### src/rtl/pidq_pkg.sv
`default_nettype none
package pidq_pkg;

    localparam int FRAC_BITS = 16;
    localparam int WORD_W    = 64;
    localparam int GAIN_W    = 32;
    localparam int ERR_W     = 16;
    localparam int MS_W      = 32;
    localparam int RAMP_W    = 16;
    localparam int LIM_W     = 15;
    localparam int PER_W     = 16;
    localparam int DRIVE_W   = 32;
    localparam int ADDR_W    = 5;
    localparam int APB_W     = 32;

    localparam logic [WORD_W-1:0] ALPHA_Q     = WORD_W'((64'd10923 << FRAC_BITS) >> 16);
    localparam logic [WORD_W-1:0] HALF_Q      = WORD_W'(64'd1 << (FRAC_BITS - 1));
    localparam logic [MS_W-1:0]   DT_MAX_MS   = MS_W'(500000);
    localparam logic [MS_W-1:0]   DT_DEF_MS   = MS_W'(1000);
    localparam logic [WORD_W-1:0] MS_PER_SEC  = WORD_W'(1000);

    typedef enum logic [2:0] {
        REG_PROP_GAIN  = 3'd0,
        REG_INTEG_GAIN = 3'd1,
        REG_DERIV_GAIN = 3'd2,
        REG_RAMP_RATE  = 3'd3,
        REG_OUT_LIMIT  = 3'd4,
        REG_SAMPLE_MS  = 3'd5
    } reg_idx_t;

endpackage
`default_nettype wire

### src/rtl/pidq_div.sv
`default_nettype none
module pidq_div (
    input  logic                        clk,
    input  logic                        rst_n,
    input  logic                        start,
    input  logic [pidq_pkg::WORD_W-1:0] a,
    input  logic [pidq_pkg::WORD_W-1:0] b,
    output logic                        done,
    output logic [pidq_pkg::WORD_W-1:0] result
);
    import pidq_pkg::*;

    localparam int NUM_W = WORD_W + FRAC_BITS;
    localparam int CNT_W = $clog2(NUM_W);

    logic [NUM_W-1:0]  num_reg;
    logic [WORD_W-1:0] rem_reg;
    logic [WORD_W-1:0] q_reg;
    logic [WORD_W-1:0] ub_reg;
    logic              neg_reg;
    logic              zero_reg;
    logic              busy_reg;
    logic              done_reg;
    logic [CNT_W-1:0]  cnt_reg;
    logic [WORD_W:0]   rem_sh;
    logic [WORD_W:0]   diff;
    logic              fits;

    // restoring division, one quotient bit per cycle
    assign rem_sh = {rem_reg, num_reg[NUM_W-1]};
    assign diff   = rem_sh - {1'b0, ub_reg};
    assign fits   = (rem_sh >= {1'b0, ub_reg});
    assign result = zero_reg ? '0 : (neg_reg ? -q_reg : q_reg);
    assign done   = done_reg;

    always_ff @(posedge clk or negedge rst_n)
    begin
        if (!rst_n)
        begin
            busy_reg <= 1'b0;
            done_reg <= 1'b0;
            cnt_reg  <= '0;
        end
        else if (start)
        begin
            busy_reg <= 1'b1;
            done_reg <= 1'b0;
            cnt_reg  <= '0;
        end
        else if (busy_reg)
        begin
            cnt_reg <= cnt_reg + 1'b1;
            if (cnt_reg == CNT_W'(NUM_W - 1))
            begin
                busy_reg <= 1'b0;
                done_reg <= 1'b1;
            end
        end
        else
        begin
            done_reg <= 1'b0;
        end
    end

    always_ff @(posedge clk)
    begin
        if (start)
        begin
            num_reg  <= {(a[WORD_W-1] ? -a : a), {FRAC_BITS{1'b0}}};
            ub_reg   <= b[WORD_W-1] ? -b : b;
            zero_reg <= (b == '0);
            neg_reg  <= a[WORD_W-1] ^ b[WORD_W-1];
            rem_reg  <= '0;
            q_reg    <= '0;
        end
        else if (busy_reg)
        begin
            num_reg <= {num_reg[NUM_W-2:0], 1'b0};
            rem_reg <= fits ? diff[WORD_W-1:0] : rem_sh[WORD_W-1:0];
            q_reg   <= {q_reg[WORD_W-2:0], fits};
        end
    end

endmodule
`default_nettype wire

### config.mk
export PLATFORM = sky130hd
export DESIGN_NAME = pidq_div
export DESIGN_NICKNAME = d
export VERILOG_FILES = /design/src/rtl/pidq_pkg.sv /design/src/rtl/pidq_div.sv
export SDC_FILE = /design/constraint.sdc
export NUM_CORES = 1
export LEC_CHECK = 0
export BUFFER_PORTS_ARGS = -buffer_cell sky130_fd_sc_hd__buf_4
export CAP_MARGIN = 10
export CORE_MARGIN = 5
export CORE_UTILIZATION = 45
export CTS_CLUSTER_SIZE = 8
export DETAILED_ROUTE_END_ITERATION = 7
export SLEW_MARGIN = 0
export SYNTH_ARGS = -nofsm -noshare
export SYNTH_HDL_FRONTEND = slang
export SYNTH_SLANG_ARGS = --single-unit
### constraint.sdc
create_clock -name clk -period 5.17 [get_ports clk]
set_input_delay 0.2585 -clock clk [delete_from_list [all_inputs] [get_ports clk]]
set_output_delay 0.2585 -clock clk [all_outputs]
set_load 0.005 [all_outputs]
## Word-level counts from Yosys, hierarchy flattened

Index checks and enable logic that the tools add are counted.

- Flip-flop bits (word level): 267
- Input port bits: 131
- Word-level logic and storage cells: 36

- $add $sub $neg: 5
- Magnitude comparators: 1
- Equal/unequal tests: 2
- Multiplexer cells: 15
- Bitwise logic cells: 1
- Reduce and logical (&&, ||, !) cells: 2

Operator list:

| kind | number |
|---|---|
| $mux W64 | 4 |
| $neg A64 Y64 | 3 |
| $mux W80 | 2 |
| $ge A65 B64 Y1 | 1 |
| $logic_not A64 Y1 | 1 |
| $sub A64 B64 Y64 | 1 |
| $mux W63 | 1 |
| $mux W7 | 2 |
| $add A7 B1 Y7 const B | 1 |
| $eq A7 B7 Y1 const B | 1 |
| $mux W1 | 6 |
| $ne A3 B2 Y1 const B | 1 |
| $reduce_bool A2 Y1 | 1 |
| $xor A1 B1 Y1 | 1 |

## Depth between registers and ports, before layout

- Depth after elaboration: 4
- Depth in mapped cells: 15

## Worst setup path after synthesis

Ideal clock, no wire load.

- Kind: flip-flop to output port
- Start: reg q_reg[21]
- End: out result[63] in the netlist's numbering
- Data arrival time: 3742 ps
- Required time: 4912 ps
- Setup slack: 1170 ps
- Cell stages (with the launch flop): 11
- Cells stage by stage: dfxtp_1 -> or4_4 -> or4_1 -> or4b_4 -> or4_4 -> or4_4 -> or2_4 -> or3_4 -> o31ai_4 -> xor2_1 -> nor2_1

- Cells in the longest elaborated chain, start to end: 3

RTL lines:

| what | RTL line | RTL |
|---|---|---|
| start: declaration | pidq_div.sv:18 | `logic [WORD_W-1:0] q_reg;` |
| start signal: assignment | pidq_div.sv:80 | `q_reg <= {q_reg[WORD_W-2:0], fits};` |
| $neg A64 Y64 | pidq_div.sv:33 | `assign result = zero_reg ? '0 : (neg_reg ? -q_reg : q_reg);` |
| $mux W64 (2 in series) | pidq_div.sv:33 |  |
| end: declaration | pidq_div.sv:9 | `output logic [pidq_pkg::WORD_W-1:0] result` |

No other way between the ends.

## Final worst setup path

Ends and elaborated chain as after synthesis.

==> impl_metrics.toml <==
[synthesis]
avgSynthCellArea_um2 = 8.53
yosysMostFrequentCell = "nor2_1"
netlist_instances = 2154
yosysWarnings = 0
yosysTopAreaCellShare = 0.213
synthArstFlopShare = 0.0337
synthTopCellsByCount = "nor2_1 (309), a21oi_1 (165), xor2_1 (136), edfxtp_1 (130), dfxtp_1 (128)"
synthFlopType = "edfxtp_1"
synth_edf_count = 130
synth.area.top_cells = "edfxtp_1 (21%), dfxtp_1 (14%), xor2_1 (6.5%), nor2_1 (6.3%), mux2i_1 (4.9%)"
synth_area_mm2 = 0.0184
syn_nets = 2354
synth_seq_cells = 267
ys_seq_area_frac = 0.364
ys_types = 64
synth_top_area_cell = "edfxtp_1"

[placed_design]
gp_congestion = 0.915
dp_hpwl_mm = 36.3
dp.cells = 2772
port_buffers = 195
post-place-ws_ns = 0.864

[sta]
setup_ws_ns = 0.315
finClkSkew_ns = 0.0197
max_freq_ghz = 0.206
grt_setup_unrepaired = "false"
post-route-period-util = 0.939
max_slew_margin = 0.173
maxSlewViolCount = 0
finalHoldViolCount = 0
fin_setup_tns_ns = 0
tightestPinTransition_ns = 1.24
period_minus_slack_ns = 4.86
setup_viol = 0

[outcome]
outcome = "completed"

[clock_network]
htreeDepth = 2
clkTransAtPathRegs_ns = 0.05
clock_latency_ns = 0.55
cts_setup_buffers = 0
cts_buffer_depth = 3
root_buffer = "clkbuf_16"
cts_tree = "yes"
cts_made_buffers = 39
cts.sink_count = 267

[grt]
grt-ovfl-total = 0
antenna_found_initial = 0
grt_pass1_wl_mm = 78.9
grt_max_degree = 109
globalRouteTotalUtil = 0.212
first_global_vias = 15400

[worst_setup_path]
r2r-end = "rem_reg[63]"
reg2reg_depth = 12
rrSetupSlack_ns = 1.22
worst-path-max-fanout = 7
r2r_start = "ub_reg[6]"
cp-start-kind = "flop"
crit_type = "reg2out"
cp.required_ns = 4.91
timing.critical_path.from = "q_reg[21]"
arrival_ns = 4.60
cp-endpoint = "result[63]"
crit_path_end_kind = "output port"

[power]
switching_share = 0.388
ir_worst_vdd_v = 0.000220
combPwrFrac = 0.452
switchingPower_mw = 3.72
p_seq_frac = 0.297
power_density_mw_per_mm2 = 443
cellInternalPower_mw = 5.86
clock_power_share = 0.251
p_leak_nw = 9.38

[floorplanning]
die_area_mm2 = 0.0450
start_util = 0.452
coreArea_mm2 = 0.0406
fp-row-count = 74
ioPinCount = 196
die_h_um = 212
die_w_um = 212

[route]
vias_per_cell = 5.61
ant_nets = 0
drcViolationCount = 0
routed_wl_mm = 49.5
drtIter0Drc = 1058
drtPass1Iterations = 5
vias = 16100
avgRoutedWirePerCell_um = 17.3

[finish]
n_antenna_cell = 0
stdcell_count = 2868
nFillCells = 3809
area_delta_synth_final_pct = 17.7
finalNetCount = 2511
drive_gt1_frac = 0.127
utilization = 0.532

[flow_run]
cap_violations = 0

[worst_hold_path]
min_path_type = "in2reg"
==> area by class of cell <==
class	instances	area, µm²	share of cell area
Clock inverter	1	20.0	0.000926
Multi-Input combinational cell	1661	10800	0.502
Inverter	104	390	0.0181
Tap cell	532	666	0.0308
Timing Repair Buffer	238	1880	0.0871
Sequential cell	267	6700	0.310
Clock buffer	65	1130	0.0521
==> worst max-delay path, cell delays in order, from the launching register on <==
cell	delay (ns)
dfxtp_1	0.36
or4_4	0.57
or4_1	0.42
or4b_4	0.55
or4_4	0.53
or4_4	0.44
or2_4	0.26
or3_4	0.36
o31ai_4	0.19
xor2_1	0.16
nor2_1	0.05
buf_4	0.16
==> worst min-delay path by stage <==
stage                     start          to  slack, ns  cells past startpoint
after floorplan           rst_n    busy_reg      -0.04                      0
after global placement    rst_n        done       0.09                      1
after global routing      b[47]  ub_reg[47]       0.03                      2
after CTS                 b[47]  ub_reg[47]      0.004                      2
after detailed placement  rst_n        done       0.09                      1
final                     b[31]  ub_reg[31]       0.03                      2
==> placed cells by master (no fill, tap or decap), types with 19 or more instances in the layout <==
cell type	n
o41ai_1	23
nand4_1	34
nand3_1	33
clkbuf_1	23
xor2_1	136
dlygate4sd3_1	29
or4_1	27
nor3_1	27
or3_1	32
ha_1	68
nor2_1	309
o21ai_0	120
nand2b_1	26
mux2i_1	90
a21o_1	27
dfxtp_1	128
a21oi_1	165
o21bai_1	19
edfxtp_1	130
clkbuf_16	41
o31ai_1	63
inv_1	103
nand2_1	126
buf_4	206
xnor2_1	101
a211oi_1	53
==> what timing repair did <==
action	4_1_cts	5_1_grt
hold buffers	29	0
endpoints found under the hold margin	37	0
gates resized for setup	0	0
==> power groups by stage <==
stage	Combinational [mW]	Sequential, mW	Clock (mW)
floorplan	3.16	2.79	0
global placement	4.22	2.86	0
detailed placement	4.25	2.87	0
CTS	4.30	2.84	2.49
global route	4.80	2.88	2.56
finish	4.33	2.84	2.41
==> logic make-up after synthesis <==
| family | count (synthesis) | synth area share |
|---|---|---|
| AO/OA/AOI/OAI | 560 | 0.194 |
| flip-flops | 267 | 0.364 |
| AND/OR/NAND/NOR | 687 | 0.175 |
| multiplexers | 108 | 0.0601 |
| buffers and inverters | 226 | 0.0462 |
| XOR/XNOR | 237 | 0.113 |
| adder cells (fa/ha/maj) | 69 | 0.0474 |
==> per-layer routing <==
| metal | GRT usage | routed length [µm] |
|---|---|---|
| met1 | 0.295 | 23200 |
| met3 | 0.0341 | 2830 |
| met4 | 0.0669 | 1280 |
| met5 | 0 | 0 |
| met2 | 0.340 | 22100 |
==> through the flow <==
step                      cell area [µm²]  hold WS (ns)  power (mW)
after floorplan                     18400       -0.0371        5.95
final                               21600        0.0316        9.58
after global routing                21600        0.0252        10.2
after CTS                           21600       0.00351        9.62
after global placement              20200        0.0878        7.09
after detailed placement            20200        0.0898        7.13
Power figures use the tool's default switching activity.
