### src/rtl/pidq_pkg.sv
`default_nettype none
package pidq_pkg;

    localparam int FRAC_BITS = 16;
    localparam int WORD_W    = 64;
    localparam int GAIN_W    = 32;
    localparam int ERR_W     = 16;
    localparam int MS_W      = 32;
    localparam int RAMP_W    = 16;
    localparam int LIM_W     = 15;
    localparam int PER_W     = 16;
    localparam int DRIVE_W   = 32;
    localparam int ADDR_W    = 5;
    localparam int APB_W     = 32;

    localparam logic [WORD_W-1:0] ALPHA_Q     = WORD_W'((64'd10923 << FRAC_BITS) >> 16);
    localparam logic [WORD_W-1:0] HALF_Q      = WORD_W'(64'd1 << (FRAC_BITS - 1));
    localparam logic [MS_W-1:0]   DT_MAX_MS   = MS_W'(500000);
    localparam logic [MS_W-1:0]   DT_DEF_MS   = MS_W'(1000);
    localparam logic [WORD_W-1:0] MS_PER_SEC  = WORD_W'(1000);

    typedef enum logic [2:0] {
        REG_PROP_GAIN  = 3'd0,
        REG_INTEG_GAIN = 3'd1,
        REG_DERIV_GAIN = 3'd2,
        REG_RAMP_RATE  = 3'd3,
        REG_OUT_LIMIT  = 3'd4,
        REG_SAMPLE_MS  = 3'd5
    } reg_idx_t;

endpackage
`default_nettype wire

### src/rtl/pidq_mul.sv
`default_nettype none
module pidq_mul (
    input  logic                        clk,
    input  logic                        rst_n,
    input  logic                        start,
    input  logic [pidq_pkg::WORD_W-1:0] a,
    input  logic [pidq_pkg::WORD_W-1:0] b,
    output logic                        done,
    output logic [pidq_pkg::WORD_W-1:0] result
);
    import pidq_pkg::*;

    localparam int CNT_W = $clog2(WORD_W);

    logic [WORD_W-1:0] ua_reg;
    logic [WORD_W-1:0] hi_reg;
    logic [WORD_W-1:0] lo_reg;
    logic              neg_reg;
    logic              busy_reg;
    logic              done_reg;
    logic [CNT_W-1:0]  cnt_reg;
    logic [WORD_W:0]   sum;
    logic [WORD_W-1:0] prod_q;
    logic              low_zero;

    // one multiplier bit per cycle, product shifts right through hi:lo
    assign sum      = {1'b0, hi_reg} + (lo_reg[0] ? {1'b0, ua_reg} : '0);
    assign prod_q   = {hi_reg[FRAC_BITS-1:0], lo_reg[WORD_W-1:FRAC_BITS]};
    assign low_zero = (lo_reg[FRAC_BITS-1:0] == '0);
    assign result   = neg_reg ? (~prod_q + WORD_W'(low_zero)) : prod_q;
    assign done     = done_reg;

    always_ff @(posedge clk or negedge rst_n)
    begin
        if (!rst_n)
        begin
            busy_reg <= 1'b0;
            done_reg <= 1'b0;
            cnt_reg  <= '0;
        end
        else if (start)
        begin
            busy_reg <= 1'b1;
            done_reg <= 1'b0;
            cnt_reg  <= '0;
        end
        else if (busy_reg)
        begin
            cnt_reg <= cnt_reg + 1'b1;
            if (cnt_reg == CNT_W'(WORD_W - 1))
            begin
                busy_reg <= 1'b0;
                done_reg <= 1'b1;
            end
        end
        else
        begin
            done_reg <= 1'b0;
        end
    end

    always_ff @(posedge clk)
    begin
        if (start)
        begin
            ua_reg  <= a[WORD_W-1] ? -a : a;
            lo_reg  <= b[WORD_W-1] ? -b : b;
            hi_reg  <= '0;
            neg_reg <= a[WORD_W-1] ^ b[WORD_W-1];
        end
        else if (busy_reg)
        begin
            hi_reg <= sum[WORD_W:1];
            lo_reg <= {sum[0], lo_reg[WORD_W-1:1]};
        end
    end

endmodule
`default_nettype wire

### config.mk
export PLATFORM = sky130hd
export DESIGN_NAME = pidq_mul
export DESIGN_NICKNAME = d
export VERILOG_FILES = /design/src/rtl/pidq_pkg.sv /design/src/rtl/pidq_mul.sv
export SDC_FILE = /design/constraint.sdc
export NUM_CORES = 1
export LEC_CHECK = 0
export ABC_AREA = 1
export BUFFER_PORTS_ARGS = -buffer_cell sky130_fd_sc_hd__buf_2
export CORE_MARGIN = 5
export CORE_UTILIZATION = 56
export CTS_CLUSTER_DIAMETER = 120
export DETAILED_ROUTE_END_ITERATION = 7
export PLACE_DENSITY = 0.81
export SKIP_LAST_GASP = 1
export SYNTH_ARGS = -nofsm -noshare
export SYNTH_HDL_FRONTEND = slang
export SYNTH_SLANG_ARGS = --single-unit
### constraint.sdc
create_clock -name clk -period 2.6 [get_ports clk]
set_input_delay 0.13 -clock clk [delete_from_list [all_inputs] [get_ports clk]]
set_output_delay 0.13 -clock clk [all_outputs]
set_load 0.01 [all_outputs]
# Word level (Yosys, flattened, before mapping)
# Cells that the tools add are included.
# totals
inputBits	131
reg_bits	201
out_inout_bits	65
wordCells	33
# classes
eq_ne	2
n_addsub	5
bitwise	2
n_mux	14
reduce_logical	2
# op_table
operator	n
64-bit 2-to-1 mux	5
64-bit negation	2
64-bit by 64-bit adder with 65-bit output	1
64-bit by 1-bit adder with 64-bit output	1
64-bit NOT	1
63-bit 2-to-1 mux	1
16-bit zero test	1
6-bit 2-to-1 mux	2
6-bit by 1-bit adder with 6-bit output, second input constant	1
6-bit == test, second input constant	1
1-bit 2-to-1 mux	6
3-bit by 2-bit inequality test with 1-bit output, second input constant	1
2-bit nonzero test	1
1-bit XOR	1

# Longest topological paths before layout
# depth
ltp_word	4
ltp_mapped	20
ltp_nobuf	18

# Least setup slack after synthesis
# No wires, ideal clock.
# synth_path
path_type	register to register
start	reg lo_reg[0]
end	reg hi_reg[39]
stages_incl_launch_ff	20
path_buffers	2
t_required_ns	2.526
synth_period_minus_slack_ns	2.453
path_slack_ns	0.147
arrival_time_ns	2.379
setup_ns	0.074
path_cell_list	edfxtp_1 -> clkbuf_1 -> clkbuf_1 -> nand2_1 -> inv_1 -> ha_1 -> fa_1 -> nand2_1 -> inv_1 -> nand2_1 -> nand2_1 -> nand2_1 -> nand2_1 -> nand2_1 -> nand3_1 -> nand2_1 -> nand2_1 -> nand2_1 -> nand2_1 -> o21ai_0
# synth_between
elab_chain_cells	2
# synth_rtl
item	line_no	rtl
from (decl)	pidq_mul.sv:17	logic [WORD_W-1:0] lo_reg;
from (signal assigned)	pidq_mul.sv:67	lo_reg <= b[WORD_W-1] ? -b : b;
from (signal assigned)	pidq_mul.sv:74	lo_reg <= {sum[0], lo_reg[WORD_W-1:1]};
64-bit 2-to-1 mux	pidq_mul.sv:27	assign sum = {1'b0, hi_reg} + (lo_reg[0] ? {1'b0, ua_reg} : '0);
64-bit by 64-bit adder with 65-bit output	pidq_mul.sv:27	
to (signal assigned)	pidq_mul.sv:73	hi_reg <= sum[WORD_W:1];
to (decl)	pidq_mul.sv:16	logic [WORD_W-1:0] hi_reg;
# Every way passes these cells.
# A chain may end at the register's enable or synchronous reset.

# Worst setup path after layout
# layout_path
start	reg lo_reg[4]
end	out result[11] (netlist bit)
# layout_between
elab_chain_cells	3
# layout_rtl
item	line_no	rtl
16-bit zero test	pidq_mul.sv:29	assign low_zero = (lo_reg[FRAC_BITS-1:0] == '0);
64-bit by 1-bit adder with 64-bit output	pidq_mul.sv:30	assign result = neg_reg ? (~prod_q + WORD_W'(low_zero)) : prod_q;
64-bit 2-to-1 mux	pidq_mul.sv:30	
to (decl)	pidq_mul.sv:9	output logic [pidq_pkg::WORD_W-1:0] result
# Every way passes these cells.

==> impl_table.tex <==
\begin{tabular}{lr}
\hline
Metric & Value \\
\hline
\multicolumn{2}{l}{\textbf{Outcome}} \\
Outcome & complete, but fails checks \\
Violated checks & negative setup slack \\
\multicolumn{2}{l}{\textbf{Drt}} \\
Vias per cell & 5.53 \\
Routed wire per std cell & $\sim$18 um \\
Overall via count from detail\_route & $\sim$23000 \\
DRC violation total after the first TritonRoute iteration & 3027 \\
Remaining number of nets flagged by the antenna check after routing & 0 \\
Detailed-route DRC error count & 0 \\
Final Routed Wirelength & just under 80000 um \\
Detailed-routing iteration count for the pre-antenna-repair pass & 8 \\
\multicolumn{2}{l}{\textbf{Clock tree}} \\
Clk root buf & sky130\_fd\_sc\_hd\_\_clkbuf\_16 \\
Number of clock sinks seen by CTS & 201 \\
Worst-case clock buffer depth & 3 \\
Number of buffers inserted during clock tree synthesis & 25 \\
Later-pin clock latency in the skew report & approximately 0.55 ns \\
CTS clock-pin slew for the worst setup and hold paths & 0.07 ns \\
Clock tree from TritonCTS & yes \\
Number of levels the H-tree was split into & 1 \\
\multicolumn{2}{l}{\textbf{Synth}} \\
Number of cells produced by synthesis & 3387 \\
Number of nets produced by synthesis & between 3000 and 4000 \\
Number of enable-type register cells in the synthesized netlist & 129 \\
Dominant register cell in the synthesized netlist & sky130\_fd\_sc\_hd\_\_edfxtp\_1 \\
Sequential-to-total area share from yosys stat & around 27\% \\
Total standard cell area after synthesis & 19900 um2 \\
Cell types occupying the most area after synthesis & sky130\_fd\_sc\_hd\_\_nand2\_1 23\%, sky130\_fd\_sc\_hd\_\_edfxtp\_1 19\%, sky130\_fd\_sc\_hd\_\_inv\_1 11\% \\
Async S/R FF share, synth & 3.98\% \\
Mean Syn Cell Area & 5.89 um2 \\
Top-area cell type share of the netlist area & 23.0\% \\
Library cell occupying the most area in the post-synthesis netlist & sky130\_fd\_sc\_hd\_\_nand2\_1 \\
Count of different cell masters after synthesis & approximately 50 \\
Number of register bits inferred by synthesis & 201 \\
Yosys synthesis warning count & 0 \\
\multicolumn{2}{l}{\textbf{Final layout}} \\
Share of layout cells above drive strength 1 & 18.1\% \\
Number of antenna diodes & 0 \\
Most common cell after layout, fill and taps aside & sky130\_fd\_sc\_hd\_\_nand2\_1 \\
Most frequent cells in the layout & 1176 x sky130\_fd\_sc\_hd\_\_nand2\_1, 566 x sky130\_fd\_sc\_hd\_\_inv\_1, 371 x sky130\_fd\_sc\_hd\_\_nor2\_1 \\
Area overhead of the layout relative to synthesis & 25.3\% \\
Nets@finish & 3972 \\
\multicolumn{2}{l}{\textbf{Floorplan}} \\
\# rows & 69 \\
Core Box Area & 35400 um2 \\
Effective utilization at floorplan & 56.4\% \\
Horiz. Die Dim & 199 um \\
I/O pin count & 196 \\
Overall die area & a little under 40000 um2 \\
Vertical die dimension & 199 um \\
\multicolumn{2}{l}{\textbf{Timing}} \\
Fin Hold WS & 0.0117 ns \\
Hold Fails Final Rpt & 0 \\
Fmax & 306 MHz \\
Portion of the clock cycle consumed by the worst path in the final layout & 126\% \\
Final max-slew violation count & 0 \\
Max-slew headroom & 35.5\% \\
Transition at the pin with the smallest max-transition slack & 0.966 ns \\
RSZ-0062 raised after global routing & yes \\
Final WS setup & -0.663 ns \\
Clock period minus final worst setup slack & 3.26 ns \\
Max Clock Skew & 0.0232 ns \\
Setup violations, final & 72 \\
Final total negative setup slack & -31.26 ns \\
\multicolumn{2}{l}{\textbf{Worst setup path}} \\
R2r setup slk & -0.04 ns \\
Crit-path max cell delay & 0.40 ns \\
Worst Setup Start Kind & flop \\
CP Launch Point & lo\_reg[4]\$\_DFFE\_PP\_ \\
Worst-path fanout max & 3 \\
Chain of cells forming the critical path & nor4\_2, nand2\_1, nor2\_4, ha\_4, buf\_6, nand3\_4, nor2\_4, nand2\_4, buf\_4, buf\_4, o31ai\_4, buf\_6, xnor2\_4, buf\_2 \\
Reg2reg end & hi\_reg[50]\$\_SDFFE\_PP0P\_ \\
CP max-delay cell & sky130\_fd\_sc\_hd\_\_edfxtp\_1 \\
Critical Path RT & 2.47 ns \\
Path depth of the worst reg2reg path & 16 \\
Startpoint of the worst-slack reg-to-reg timing path & lo\_reg[0]\$\_DFFE\_PP\_ \\
Critical path data arrival time & 3.13 ns \\
Crit path to & result[11] \\
Critical path endpoint category & output pin \\
Worst setup path category & reg -> out \\
\multicolumn{2}{l}{\textbf{GRT}} \\
Number of global-route vias before repair & between 20000 and 25000 \\
Maximum number of pins on one net before global-route repair & 80 \\
GR Overflow Total & 0 \\
Busiest grt layer & met2 \\
Global-route usage over all layers & 38.0\% \\
Global routing met3 resource utilization & 7.89\% \\
Initial antenna violation count & 1 \\
Met2 Usage GRT & 56.9\% \\
Wire length of the first global-routing pass & 118000 um \\
Met1 routing resource usage after global routing & about 57\% \\
\multicolumn{2}{l}{\textbf{Job}} \\
Max-capacitance violation count & 0 \\
\multicolumn{2}{l}{\textbf{Power and ir drop}} \\
Power density of the placed cells & 510 nW/um2 \\
Leakage & 12.9 nW \\
Maximum VDD drop & 0.000642 V \\
Final total power & 12.7 mW \\
\multicolumn{2}{l}{\textbf{Worst hold path}} \\
Worst min-delay path category & in -> reg \\
\multicolumn{2}{l}{\textbf{Placed design}} \\
DP Wirelength & 60200 um \\
Port Buffers & 195 \\
RePlAce Congestion & 1.05 \\
\hline
\end{tabular}
## synthesized netlist by cell type, types with 6 or more instances
| cell | count |
|---|---|
| sky130_fd_sc_hd__inv_2 | 6 |
| sky130_fd_sc_hd__o22ai_1 | 6 |
| sky130_fd_sc_hd__nor3_1 | 44 |
| sky130_fd_sc_hd__clkbuf_1 | 38 |
| sky130_fd_sc_hd__nor2_2 | 18 |
| sky130_fd_sc_hd__dfrtp_1 | 8 |
| sky130_fd_sc_hd__nor2_4 | 11 |
| sky130_fd_sc_hd__inv_1 | 573 |
| sky130_fd_sc_hd__a21oi_1 | 75 |
| sky130_fd_sc_hd__buf_2 | 11 |
| sky130_fd_sc_hd__a31oi_1 | 14 |
| sky130_fd_sc_hd__nor4_1 | 12 |
| sky130_fd_sc_hd__xor2_1 | 113 |
| sky130_fd_sc_hd__buf_1 | 9 |
| sky130_fd_sc_hd__ha_1 | 69 |
| sky130_fd_sc_hd__or2_2 | 6 |
| sky130_fd_sc_hd__xnor2_1 | 26 |
| sky130_fd_sc_hd__nor3b_1 | 6 |
| sky130_fd_sc_hd__nand2_2 | 13 |
| sky130_fd_sc_hd__nand2_1 | 1224 |
| sky130_fd_sc_hd__nor2_1 | 431 |
| sky130_fd_sc_hd__edfxtp_1 | 129 |
| sky130_fd_sc_hd__nand3_1 | 201 |
| sky130_fd_sc_hd__o21ai_0 | 154 |
| sky130_fd_sc_hd__o21ai_1 | 10 |
| sky130_fd_sc_hd__dfxtp_1 | 64 |
| sky130_fd_sc_hd__nand4_1 | 63 |
## cell type report
cell class	count	area, um2
Timing Repair Buffer	415	2870
Sequential cell	201	5360
Clock buffer	25	626
Tap cell	461	577
Multi-Input combinational cell	2545	13200
Inverter	583	2190
Clock inverter	21	193
Fill cell	3105	10400
## through the flow
| stage | area, um2 | setup slack, ns | utilization [%] | cells |
|---|---|---|---|---|
| final | 25000 | -0.663 | 70.6 | 4251 |
| after floorplan | 19900 | 0.147 | - | 3387 |
| after CTS | 24700 | -0.587 | 69.8 | 4244 |
| after global placement | 22500 | -0.187 | 63.5 | 4139 |
| after global routing | 25000 | -0.795 | 70.6 | 4251 |
| after detailed placement | 22500 | -0.267 | 63.5 | 4139 |
## report_power, final
group | total (mW) | internal [mW] | switching [mW]
logic | 4.87 | 1.85 | 3.02
clock network | 3.56 | 1.99 | 1.56
registers | 4.31 | 3.87 | 0.435
## worst min path at each step
| stage | start | endpoint | slack, ns | depth (start not counted) |
|---|---|---|---|---|
| after CTS | b[1] | lo_reg[1]$_DFFE_PP_ | 0.001 | 3 |
| after detailed placement | rst_n | cnt_reg[4]$_DFFE_PN0P_ | -0.02 | 1 |
| final | b[2] | lo_reg[2]$_DFFE_PP_ | 0.01 | 3 |
| after global placement | rst_n | cnt_reg[5]$_DFFE_PN0P_ | -0.02 | 1 |
| after global routing | rst_n | done$_DFFE_PN0P_ | 0.02 | 2 |
| after floorplan | rst_n | busy_reg$_DFF_PN0_ | -0.17 | 0 |
## worst max-delay path, delay by kind of cell, from the launching register on
family / cells / cell delay (ns)
AND/OR/NAND/NOR: 6 / 1.00
flip-flops: 1 / 0.40
AO/OA/AOI/OAI: 1 / 0.18
adder cells (fa/ha/maj): 1 / 0.18
XOR/XNOR: 1 / 0.12
buffers and inverters: 5 / 0.69
## metal layers
| layer | wire length (um) | vias to the layer above | part of all wire, % |
|---|---|---|---|
| met3 | 9680 | 142 | 13 |
| met4 | 1800 | 2 | 2.3 |
| met5 | 7 | - | 0.0090 |
| met2 | 32800 | 1323 | 42 |
| li1 | - | 11300 | - |
| met1 | 33100 | 10700 | 43 |
## cells by family after synthesis
| logic type | share of synthesized area (%) |
|---|---|
| XOR/XNOR | 6.10 |
| AND/OR/NAND/NOR | 42.8 |
| AO/OA/AOI/OAI | 7.66 |
| adder cells (fa/ha/maj) | 4.43 |
| flip-flops | 26.8 |
| buffers and inverters | 12.1 |
## repair_timing
| action | in CTS | in global routing |
|---|---|---|
| cloned | 0 | 0 |
| pin swaps | 48 | 26 |
| endpoints found under the hold margin | 53 | 0 |
| buffers inserted | 14 | 11 |
| resized for setup | 213 | 54 |
| setup endpoints to repair | 108 | 117 |
| hold buffers | 45 | 0 |
Power figures use the tool's default switching activity.
